[src/rtl/ycrc_pkg.sv]
// Shared types, protocol codes and the CRC-16 byte update for the YMODEM receiver.
`default_nettype none
package ycrc_pkg;

  localparam int ADDR_WIDTH_DEF = 24;
  localparam int OUT_ADDR_W     = 24;
  localparam int QDEPTH         = 4;
  localparam int QPTR_W         = $clog2(QDEPTH);

  localparam logic [7:0] B_SOH = 8'h01;
  localparam logic [7:0] B_STX = 8'h02;
  localparam logic [7:0] B_EOT = 8'h04;
  localparam logic [7:0] B_ACK = 8'h06;
  localparam logic [7:0] B_NAK = 8'h15;
  localparam logic [7:0] B_CAN = 8'h18;
  localparam logic [7:0] B_C   = 8'h43;

  localparam logic [23:0] MAX_BYTES_RST = 24'hFFFFFF;
  localparam logic [10:0] SIZE_SMALL    = 11'd128;
  localparam logic [10:0] SIZE_BIG      = 11'd1024;
  localparam logic [15:0] CRC_POLY      = 16'h1021;

  typedef enum logic [1:0] {
    K_REPLY  = 2'd0,
    K_WRITE  = 2'd1,
    K_DONE   = 2'd2,
    K_CANCEL = 2'd3
  } kind_t;

  typedef enum logic [2:0] {
    PH_START = 3'd0,
    PH_BLK   = 3'd1,
    PH_INV   = 3'd2,
    PH_DATA  = 3'd3,
    PH_CRCH  = 3'd4,
    PH_CRCL  = 3'd5,
    PH_EOT2  = 3'd6
  } phase_t;

  typedef enum logic [1:0] {
    FS_RUN    = 2'd0,
    FS_DONE   = 2'd1,
    FS_CANCEL = 2'd2
  } fin_t;

  typedef struct packed {
    kind_t                  kind;
    logic [7:0]             value;
    logic [OUT_ADDR_W-1:0]  address;
  } result_t;

  typedef struct packed {
    logic    two;
    result_t r0;
    result_t r1;
  } entry_t;

  typedef struct packed {
    logic full;
    logic empty;
  } q_stat_t;

  function automatic logic [15:0] crc_byte(input logic [15:0] crc_in, input logic [7:0] b);
    logic [15:0] c;
    c = crc_in ^ {b, 8'h00};
    for (int i = 0; i < 8; i++) begin
      if (c[15]) begin
        c = {c[14:0], 1'b0} ^ CRC_POLY;
      end else begin
        c = {c[14:0], 1'b0};
      end
    end
    return c;
  endfunction

endpackage
`default_nettype wire

[src/rtl/ycrc_front.sv]
// Front end: block parser that turns each accepted word into at most two queued results.
`default_nettype none
module ycrc_front #(
  parameter int ADDR_WIDTH = ycrc_pkg::ADDR_WIDTH_DEF
) (
  input  wire logic             clk,
  input  wire logic             rst,
  input  wire logic             cfg_we,
  input  wire logic [23:0]      cfg_wdata,
  input  wire logic             acc,
  input  wire logic             action,
  input  wire logic [7:0]       rx_byte,
  output logic                  push,
  output ycrc_pkg::entry_t      ent
);
  import ycrc_pkg::*;

  localparam int SUM_W = ((ADDR_WIDTH > OUT_ADDR_W) ? ADDR_WIDTH : OUT_ADDR_W) + 1;

  logic [23:0]           max_bytes;
  phase_t                phase, phase_next;
  logic                  started, started_next;
  logic                  big_packet, big_packet_next;
  logic [7:0]            block_number, block_number_next;
  logic [10:0]           payload_count, payload_count_next;
  logic [15:0]           running_crc, running_crc_next;
  logic [7:0]            crc_high_byte, crc_high_byte_next;
  logic [7:0]            expected_block, expected_block_next;
  logic [ADDR_WIDTH-1:0] write_offset, write_offset_next;
  fin_t                  fin, fin_next;

  logic [SUM_W-1:0] wo_ext, max_ext, data_addr, room, size_ext, step, wo_sum;
  logic [10:0]      size11, cnt_inc;
  logic [8:0]       cmp_sum;

  always_comb begin
    size11   = big_packet ? SIZE_BIG : SIZE_SMALL;
    size_ext = SUM_W'(size11);
    wo_ext   = SUM_W'(write_offset);
    max_ext  = SUM_W'(max_bytes);
    data_addr = wo_ext + SUM_W'(payload_count);
    room     = max_ext - wo_ext;
    step     = (size_ext < room) ? size_ext : room;
    wo_sum   = wo_ext + step;
    cnt_inc  = payload_count + 11'd1;
    cmp_sum  = {1'b0, block_number} + {1'b0, rx_byte};
  end

  always_comb begin
    phase_next          = phase;
    started_next        = started;
    big_packet_next     = big_packet;
    block_number_next   = block_number;
    payload_count_next  = payload_count;
    running_crc_next    = running_crc;
    crc_high_byte_next  = crc_high_byte;
    expected_block_next = expected_block;
    write_offset_next   = write_offset;
    fin_next            = fin;
    push                = 1'b0;
    ent                 = '0;
    if (acc && fin == FS_RUN) begin
      if (action) begin
        if (!started) begin
          push = 1'b1;
          ent.r0 = '{kind: K_REPLY, value: B_C, address: '0};
        end
      end else begin
        started_next = 1'b1;
        case (phase)
          PH_START: begin
            if (rx_byte == B_SOH || rx_byte == B_STX) begin
              big_packet_next = (rx_byte == B_STX);
              phase_next = PH_BLK;
            end else if (rx_byte == B_EOT) begin
              push = 1'b1;
              ent.r0 = '{kind: K_REPLY, value: B_NAK, address: '0};
              phase_next = PH_EOT2;
            end else if (rx_byte == B_CAN) begin
              push = 1'b1;
              ent.r0 = '{kind: K_CANCEL, value: 8'h00, address: '0};
              fin_next = FS_CANCEL;
            end
          end
          PH_BLK: begin
            block_number_next = rx_byte;
            phase_next = PH_INV;
          end
          PH_INV: begin
            if (cmp_sum != 9'h0FF) begin
              push = 1'b1;
              ent.r0 = '{kind: K_REPLY, value: B_NAK, address: '0};
              phase_next = PH_START;
            end else begin
              payload_count_next = '0;
              running_crc_next = '0;
              phase_next = PH_DATA;
            end
          end
          PH_DATA: begin
            running_crc_next = crc_byte(running_crc, rx_byte);
            // header block payload is never stored
            if (block_number != 8'h00 && data_addr < max_ext) begin
              push = 1'b1;
              ent.r0 = '{kind: K_WRITE, value: rx_byte, address: data_addr[OUT_ADDR_W-1:0]};
            end
            payload_count_next = cnt_inc;
            if (cnt_inc >= size11) begin
              phase_next = PH_CRCH;
            end
          end
          PH_CRCH: begin
            crc_high_byte_next = rx_byte;
            phase_next = PH_CRCL;
          end
          PH_CRCL: begin
            phase_next = PH_START;
            push = 1'b1;
            if ({crc_high_byte, rx_byte} != running_crc) begin
              ent.r0 = '{kind: K_REPLY, value: B_NAK, address: '0};
            end else if (block_number == 8'h00) begin
              ent.two = 1'b1;
              ent.r0 = '{kind: K_REPLY, value: B_ACK, address: '0};
              ent.r1 = '{kind: K_REPLY, value: B_C, address: '0};
              expected_block_next = 8'h01;
            end else begin
              if (block_number == expected_block) begin
                if (wo_ext < max_ext) begin
                  write_offset_next = wo_sum[ADDR_WIDTH-1:0];
                end
                expected_block_next = expected_block + 8'h01;
              end
              ent.r0 = '{kind: K_REPLY, value: B_ACK, address: '0};
            end
          end
          PH_EOT2: begin
            phase_next = PH_START;
            if (rx_byte == B_EOT) begin
              push = 1'b1;
              ent.two = 1'b1;
              ent.r0 = '{kind: K_REPLY, value: B_ACK, address: '0};
              ent.r1 = '{kind: K_DONE, value: 8'h00, address: wo_ext[OUT_ADDR_W-1:0]};
              fin_next = FS_DONE;
            end
          end
          default: begin
            phase_next = PH_START;
          end
        endcase
      end
    end
  end

  always_ff @(posedge clk) begin
    if (rst) begin
      max_bytes      <= MAX_BYTES_RST;
      phase          <= PH_START;
      started        <= 1'b0;
      big_packet     <= 1'b0;
      block_number   <= '0;
      payload_count  <= '0;
      running_crc    <= '0;
      crc_high_byte  <= '0;
      expected_block <= '0;
      write_offset   <= '0;
      fin            <= FS_RUN;
    end else begin
      if (cfg_we) begin
        max_bytes <= cfg_wdata;
      end
      phase          <= phase_next;
      started        <= started_next;
      big_packet     <= big_packet_next;
      block_number   <= block_number_next;
      payload_count  <= payload_count_next;
      running_crc    <= running_crc_next;
      crc_high_byte  <= crc_high_byte_next;
      expected_block <= expected_block_next;
      write_offset   <= write_offset_next;
      fin            <= fin_next;
    end
  end

endmodule
`default_nettype wire

[src/rtl/ycrc_queue.sv]
// Short queue of result entries between the parser and the output stage.
`default_nettype none
module ycrc_queue (
  input  wire logic              clk,
  input  wire logic              rst,
  input  wire logic              push,
  input  wire ycrc_pkg::entry_t  wr_ent,
  input  wire logic              pop,
  output ycrc_pkg::entry_t       rd_ent,
  output ycrc_pkg::q_stat_t      stat
);
  import ycrc_pkg::*;

  localparam int CNT_W = $clog2(QDEPTH + 1);

  entry_t            slots [QDEPTH];
  logic [QPTR_W-1:0] wr_ptr, rd_ptr;
  logic [CNT_W-1:0]  count;

  assign rd_ent     = slots[rd_ptr];
  assign stat.full  = (count == CNT_W'(QDEPTH));
  assign stat.empty = (count == '0);

  always_ff @(posedge clk) begin
    if (push) begin
      slots[wr_ptr] <= wr_ent;
    end
  end

  always_ff @(posedge clk) begin
    if (rst) begin
      wr_ptr <= '0;
      rd_ptr <= '0;
      count  <= '0;
    end else begin
      if (push) begin
        wr_ptr <= wr_ptr + QPTR_W'(1);
      end
      if (pop) begin
        rd_ptr <= rd_ptr + QPTR_W'(1);
      end
      case ({push, pop})
        2'b10:   count <= count + CNT_W'(1);
        2'b01:   count <= count - CNT_W'(1);
        default: count <= count;
      endcase
    end
  end

endmodule
`default_nettype wire

[src/rtl/ycrc_back.sv]
// Back end: output register that plays out one or two results per queue entry.
`default_nettype none
module ycrc_back (
  input  wire logic              clk,
  input  wire logic              rst,
  input  wire ycrc_pkg::entry_t  q_ent,
  input  wire ycrc_pkg::q_stat_t q_stat,
  output logic                   pop,
  output logic                   out_valid,
  input  wire logic              out_ready,
  output ycrc_pkg::result_t      out_res,
  output logic                   out_last
);
  import ycrc_pkg::*;

  logic   cur_valid, cur_valid_next;
  entry_t cur, cur_next;
  logic   idx, idx_next;
  logic   load;

  assign out_valid = cur_valid;
  assign out_res   = idx ? cur.r1 : cur.r0;
  assign out_last  = idx || !cur.two;

  always_comb begin
    cur_valid_next = cur_valid;
    cur_next       = cur;
    idx_next       = idx;
    // refill when empty or when the final word of the entry leaves
    load = !cur_valid || (out_ready && out_last);
    pop  = load && !q_stat.empty;
    if (load) begin
      cur_valid_next = !q_stat.empty;
      cur_next       = q_ent;
      idx_next       = 1'b0;
    end else if (out_ready) begin
      idx_next = 1'b1;
    end
  end

  always_ff @(posedge clk) begin
    if (rst) begin
      cur_valid <= 1'b0;
      idx       <= 1'b0;
    end else begin
      cur_valid <= cur_valid_next;
      idx       <= idx_next;
    end
  end

  always_ff @(posedge clk) begin
    cur <= cur_next;
  end

endmodule
`default_nettype wire

[src/rtl/ymodem_crc_receiver_core.sv]
// YMODEM CRC-16 receiver core: block parser, result queue and output stage.
//
// Slave stream: one word per UART event. tuser = 0 carries a received byte in
// tdata, tuser = 1 is a poll tick that answers 'C' until the first byte shows up.
// Master stream: results. tuser is the kind (reply, data write, done, cancelled),
// tdata[7:0] the reply or payload byte, tdata[31:8] the write address or the
// final byte count; tlast marks the last result caused by one input word.
// cfg_we/cfg_wdata load max_bytes, the destination capacity; write only when idle.
// Throughput: one input word per cycle while the queue is not full. Each word is
// parsed in the cycle it is accepted, and the CRC-16 update of a payload byte is
// done in that same cycle. The first result of a word is valid after the queue
// write and then the output register load. Words that cause two results (header
// ACK + 'C', final ACK + done) play both out from one queue entry; the four-entry
// queue absorbs these and any output stall, and s_axis_tready drops only when the
// queue is full.
// Reset clears the parser, empties the queue and sets max_bytes to 0xFFFFFF.
// After done or cancel every input word is taken and dropped until reset.
`default_nettype none
module ymodem_crc_receiver_core #(
  parameter int ADDR_WIDTH = ycrc_pkg::ADDR_WIDTH_DEF
) (
  input  wire logic        clk,
  input  wire logic        rst,
  input  wire logic        cfg_we,
  input  wire logic [23:0] cfg_wdata,     // max_bytes
  input  wire logic        s_axis_tvalid,
  output logic             s_axis_tready,
  input  wire logic [7:0]  s_axis_tdata,  // [7:0] rx_byte
  input  wire logic        s_axis_tuser,  // [0] action
  output logic             m_axis_tvalid,
  input  wire logic        m_axis_tready,
  output logic [31:0]      m_axis_tdata,  // [7:0] value, [31:8] address
  output logic [1:0]       m_axis_tuser,  // [1:0] kind
  output logic             m_axis_tlast
);
  import ycrc_pkg::*;

  logic    acc, push, pop;
  entry_t  push_ent, q_ent;
  q_stat_t q_stat;
  result_t res;

  assign s_axis_tready = !q_stat.full;
  assign acc = s_axis_tvalid && s_axis_tready;

  ycrc_front #(.ADDR_WIDTH(ADDR_WIDTH)) u_front (
    .clk       (clk),
    .rst       (rst),
    .cfg_we    (cfg_we),
    .cfg_wdata (cfg_wdata),
    .acc       (acc),
    .action    (s_axis_tuser),
    .rx_byte   (s_axis_tdata),
    .push      (push),
    .ent       (push_ent)
  );

  ycrc_queue u_queue (
    .clk    (clk),
    .rst    (rst),
    .push   (push),
    .wr_ent (push_ent),
    .pop    (pop),
    .rd_ent (q_ent),
    .stat   (q_stat)
  );

  ycrc_back u_back (
    .clk       (clk),
    .rst       (rst),
    .q_ent     (q_ent),
    .q_stat    (q_stat),
    .pop       (pop),
    .out_valid (m_axis_tvalid),
    .out_ready (m_axis_tready),
    .out_res   (res),
    .out_last  (m_axis_tlast)
  );

  assign m_axis_tdata = {res.address, res.value};
  assign m_axis_tuser = res.kind;

  a_end_is_last: assert property (@(posedge clk) disable iff (rst)
    m_axis_tvalid && (m_axis_tuser == K_DONE || m_axis_tuser == K_CANCEL) |-> m_axis_tlast)
    else $error("done or cancel result not marked last");

  a_reply_code: assert property (@(posedge clk) disable iff (rst)
    m_axis_tvalid && m_axis_tuser == K_REPLY |->
      (m_axis_tdata[7:0] == B_ACK || m_axis_tdata[7:0] == B_NAK || m_axis_tdata[7:0] == B_C))
    else $error("reply word carries an unknown code");

  a_no_pop_empty: assert property (@(posedge clk) disable iff (rst)
    pop |-> !q_stat.empty)
    else $error("output stage popped an empty queue");

  a_second_needs_first: assert property (@(posedge clk) disable iff (rst)
    m_axis_tvalid && !m_axis_tlast |-> m_axis_tuser == K_REPLY)
    else $error("non-final result of a word is not a reply");

endmodule
`default_nettype wire

[config.mk]
export PLATFORM = sky130hd
export DESIGN_NAME = ymodem_crc_receiver_core
export DESIGN_NICKNAME = d
export VERILOG_FILES = /design/src/rtl/ycrc_pkg.sv /design/src/rtl/ycrc_front.sv /design/src/rtl/ycrc_queue.sv /design/src/rtl/ycrc_back.sv /design/src/rtl/ymodem_crc_receiver_core.sv
export SDC_FILE = /design/constraint.sdc
export NUM_CORES = 1
export LEC_CHECK = 0
export ABC_AREA = 1
export BUFFER_PORTS_ARGS = -buffer_cell sky130_fd_sc_hd__buf_2
export CORE_UTILIZATION = 30
export CTS_CLUSTER_DIAMETER = 60
export DETAILED_ROUTE_END_ITERATION = 12
export PLACE_DENSITY_LB_ADDON = 0.12
export SKIP_LAST_GASP = 1
export SLEW_MARGIN = 0
export SYNTH_ARGS = -nofsm -noshare
export SYNTH_HDL_FRONTEND = slang
export SYNTH_HIERARCHICAL = 1
export SYNTH_SLANG_ARGS = --single-unit
[constraint.sdc]
create_clock -name clk -period 7.65 [get_ports clk]
set_input_delay 1.53 -clock clk [delete_from_list [all_inputs] [get_ports clk]]
set_output_delay 1.53 -clock clk [all_outputs]
set_load 0.05 [all_outputs]
==> metrics <==
status completed; Util after Layout 34.6%; Psw between 2 and 3 mW; Setup CP Type reg2reg; num ports 75; CTS H-tree lvls 2; CTS root buf clkbuf_16; Sw Ratio between 30% and 40%; clk_lat worst skew 630 ps; VDD IR-drop max 0.184 mV; post-route minimum period 6320 ps; Die Ht 282 um; M1 WL 32800 um; mux share of post-synthesis cell area 0%; power share of the sequential group between 40% and 50%; synthesized area 0.0235 mm^2; CTS tree yes; CTS Hold Buffers Added 0; post-synthesis adder-cell area fraction 5.70%; Die ar. 0.0794 mm^2; cts repair resizes 0; Setup crit end kind flip-flop; Total Negative Setup Slacks 0 ps; Top Layer Used met4; clock share of power between 30 and 40%; DR WL/cell 18.9 um; drc violations 0; initial antenna violation count 0; synth top area cells edfxtp_1 (44%), dfxtp_1 (10%), nand2_1 (7.1%); I/O Buffers 74; Final Max Tran Viols 0; total number of yosys warnings 6; final WL 70400 um; drt pass-1 iters 5; setup bufs post-CTS 0; Post-Synth XOR/XNOR Area 2.42%; remaining global-route overflow 0; vias per inst approximately 4.8; # nets final 2782; DPL Wire Length 49500 um; Comb power frac 23.2%; Worst Skew 24.3 ps; via count around 18k; Seq cells post-synth about 460; cells after synthesis 2570; fraction of registers with async set/reset 0%; Site Rows about 100; share of layout cells above drive strength 1 9.38%; Slew Limit Headroom 23.2%; Max Clk Rate 158 MHz; largest family of logic cells by synthesized area simple AND/OR/NAND/NOR gates; gpl congestion slightly below 0.9; critical path's top delay family simple AND/OR/NAND/NOR gates; max_cap viols 0; post-synthesis simple-gate area fraction around 18%; crit path DAT 6640 ps; Core Region 0.0775 mm^2; ys flop type edfxtp_1; Avg Inst Size Synth around 9 um^2; Hold Violations, Final 0; vias in the first global route 17.7k; Post-Layout Cell Count around 3.7k; slowest stage delay, CP 490 ps; element type at the critical path start flip-flop; CP required roughly 8000 ps; antenna viol nets, final 0; Crit path top cell by count nand2_1; Cells after DPL between 3k and 4k; first-pass GRT wire length 107000 um; Int Pwr about 5.2 mW; Initial Utilization 30.3%; Post-synth EDFFs about 350; Tcrit/Tclk final 82.6%; Num CTS Buffers 56; Area Growth Syn to Fin 14.2%; total global-route track usage 17.8%; CP Buf/Inv Count 6; slowest cell on the critical path buf_4; Seq/Total Area, Yosys 54.1%; worst-path maximum fanout 32; final setup fails 0; largest net degree at the start of global routing 81; Synth cell types 59; Clock Tree Buf Depth 3; clock sinks 462; WL met3 between 2000 and 2500 um; Worst-Margin Slew 1150 ps; Power Dens Cells approximately 290 mW/mm^2; die width around 280 um; RSZ-0062 raised after global routing false; DRT iter0 DRCs 1141; met2 wire len 34000 um; R2R Setup Slk 1330 ps; LEAKAGE 11.0 nW; Hold Crit Class reg2reg; clock slew at reported path FFs 60 ps; post-synth top area cell edfxtp_1; Synth Area in Compound Gates 12.6%; post-synth top area share 44.1%
## per-stage QoR
step | setup WS (ps) | instance area, um^2 | hold slack [ps] | power, mW
floorplan | 2090 | 23600 | 412 | 4.56
global placement | 1330 | 24800 | 417 | 5.05
detailed placement | 1370 | 24800 | 433 | 5.07
CTS | 1370 | 26800 | 439 | 7.94
global route | 925 | 26800 | 452 | 8.20
finish | 1330 | 26800 | 431 | 7.81
## logic make-up (layout without fill, tap and decap cells)
family | after synthesis | count (layout)
AO/OA/AOI/OAI | 540 | 540
XOR/XNOR | 65 | 65
adder cells (fa/ha/maj) | 104 | 104
buffers and inverters | 412 | 513
flip-flops | 462 | 462
other | 1 | 20
AND/OR/NAND/NOR | 986 | 986
## power by group through the flow
stage	Combinational, mW	Clock, mW	Sequential [mW]
2_1_floorplan	1.37	0	3.20
3_3_place_gp	1.85	0	3.20
3_5_place_dp	1.86	0	3.21
4_1_cts	1.86	2.92	3.16
5_1_grt	2.01	3.01	3.18
6_report	1.81	2.84	3.15
## Yosys cell counts (25+ instances only)
library cell / instances
nand2_1: 446
a21oi_1: 159
ha_1: 99
inv_1: 299
nand4_1: 29
dfxtp_1: 117
edfxtp_1: 345
nor3_1: 34
o22ai_1: 73
xor2_1: 40
clkbuf_1: 41
xnor2_1: 25
nor2_1: 326
o21ai_1: 58
nand3_1: 91
o21ai_0: 182
## flip-flops by register name, summed over array words and instances, names as in the netlist, 3 cells and up, named ones only
signal / flops
u_back/cur: 69
u_front/block_number: 8
u_front/crc_high_byte: 8
u_front/expected_block: 8
u_front/max_bytes: 24
u_front/payload_count: 11
u_front/phase: 3
u_front/running_crc: 16
u_front/write_offset: 23
u_queue/count: 3
u_queue/slots: 276
## final timing paths
check	from	end	cells after the start
setup / recovery	u_front/payload_count[0]	u_queue/slots[3][26]	35
hold / removal	u_queue/rd_ptr[1]	flip-flop	1
setup reg to reg	u_front/payload_count[0]	u_queue/slots[3][26]	35
hold reg to reg	u_queue/rd_ptr[1]	flip-flop	1
## area by class of cell
cell class	count	area, um^2
multi-input combinational	1713	9100
tap	1040	1300
clock buffer	68	1490
clock inverter	38	518
antenna	2	5.00
inverter	315	1200
sequential	462	12700
fill	8003	50600
timing repair buffer	92	505
## layout by cell type, fill, tap and decap left out, types with 4 or more instances in the layout
cell,count
o21ai_0,182
or2_2,14
nor3_2,4
a21oi_1,159
o211ai_1,6
o21ai_1,58
inv_1,295
edfxtp_1,345
buf_2,74
a31oi_1,14
conb_1,18
xnor2_1,25
nor3_1,33
nor2_2,7
clkbuf_16,56
buf_4,18
nor2_1,326
bufinv_16,9
inv_2,13
clkinv_2,14
dfxtp_1,114
a211oi_1,13
o21bai_1,7
inv_6,4
ha_1,99
o22ai_1,73
o21a_1,6
clkbuf_1,8
nor4_1,11
inv_8,4
fa_1,5
xor2_1,40
clkinv_1,6
nand2_2,6
clkbuf_8,4
nand3_1,91
nand2_4,4
nand2_1,445
nand4_1,29
## layer usage
metal  GRT usage [%]  vias to the layer above
met3            2.07                       78
met5               0                        -
li1                -                     8873
met2            30.5                      273
met1            23.7                     8603
met4            4.53                        0
## worst reg2reg max path: cells and delay by family, from the launching register on
kind | cells | cell delay, ps
and+or+nand+nor | 18 | 2030
AOI/OAI and AO/OA | 8 | 1180
DFF | 1 | 430
adders and majority gates | 3 | 870
buffers and inverters | 6 | 1490
No activity file was read; power rests on OpenSTA's default activity.
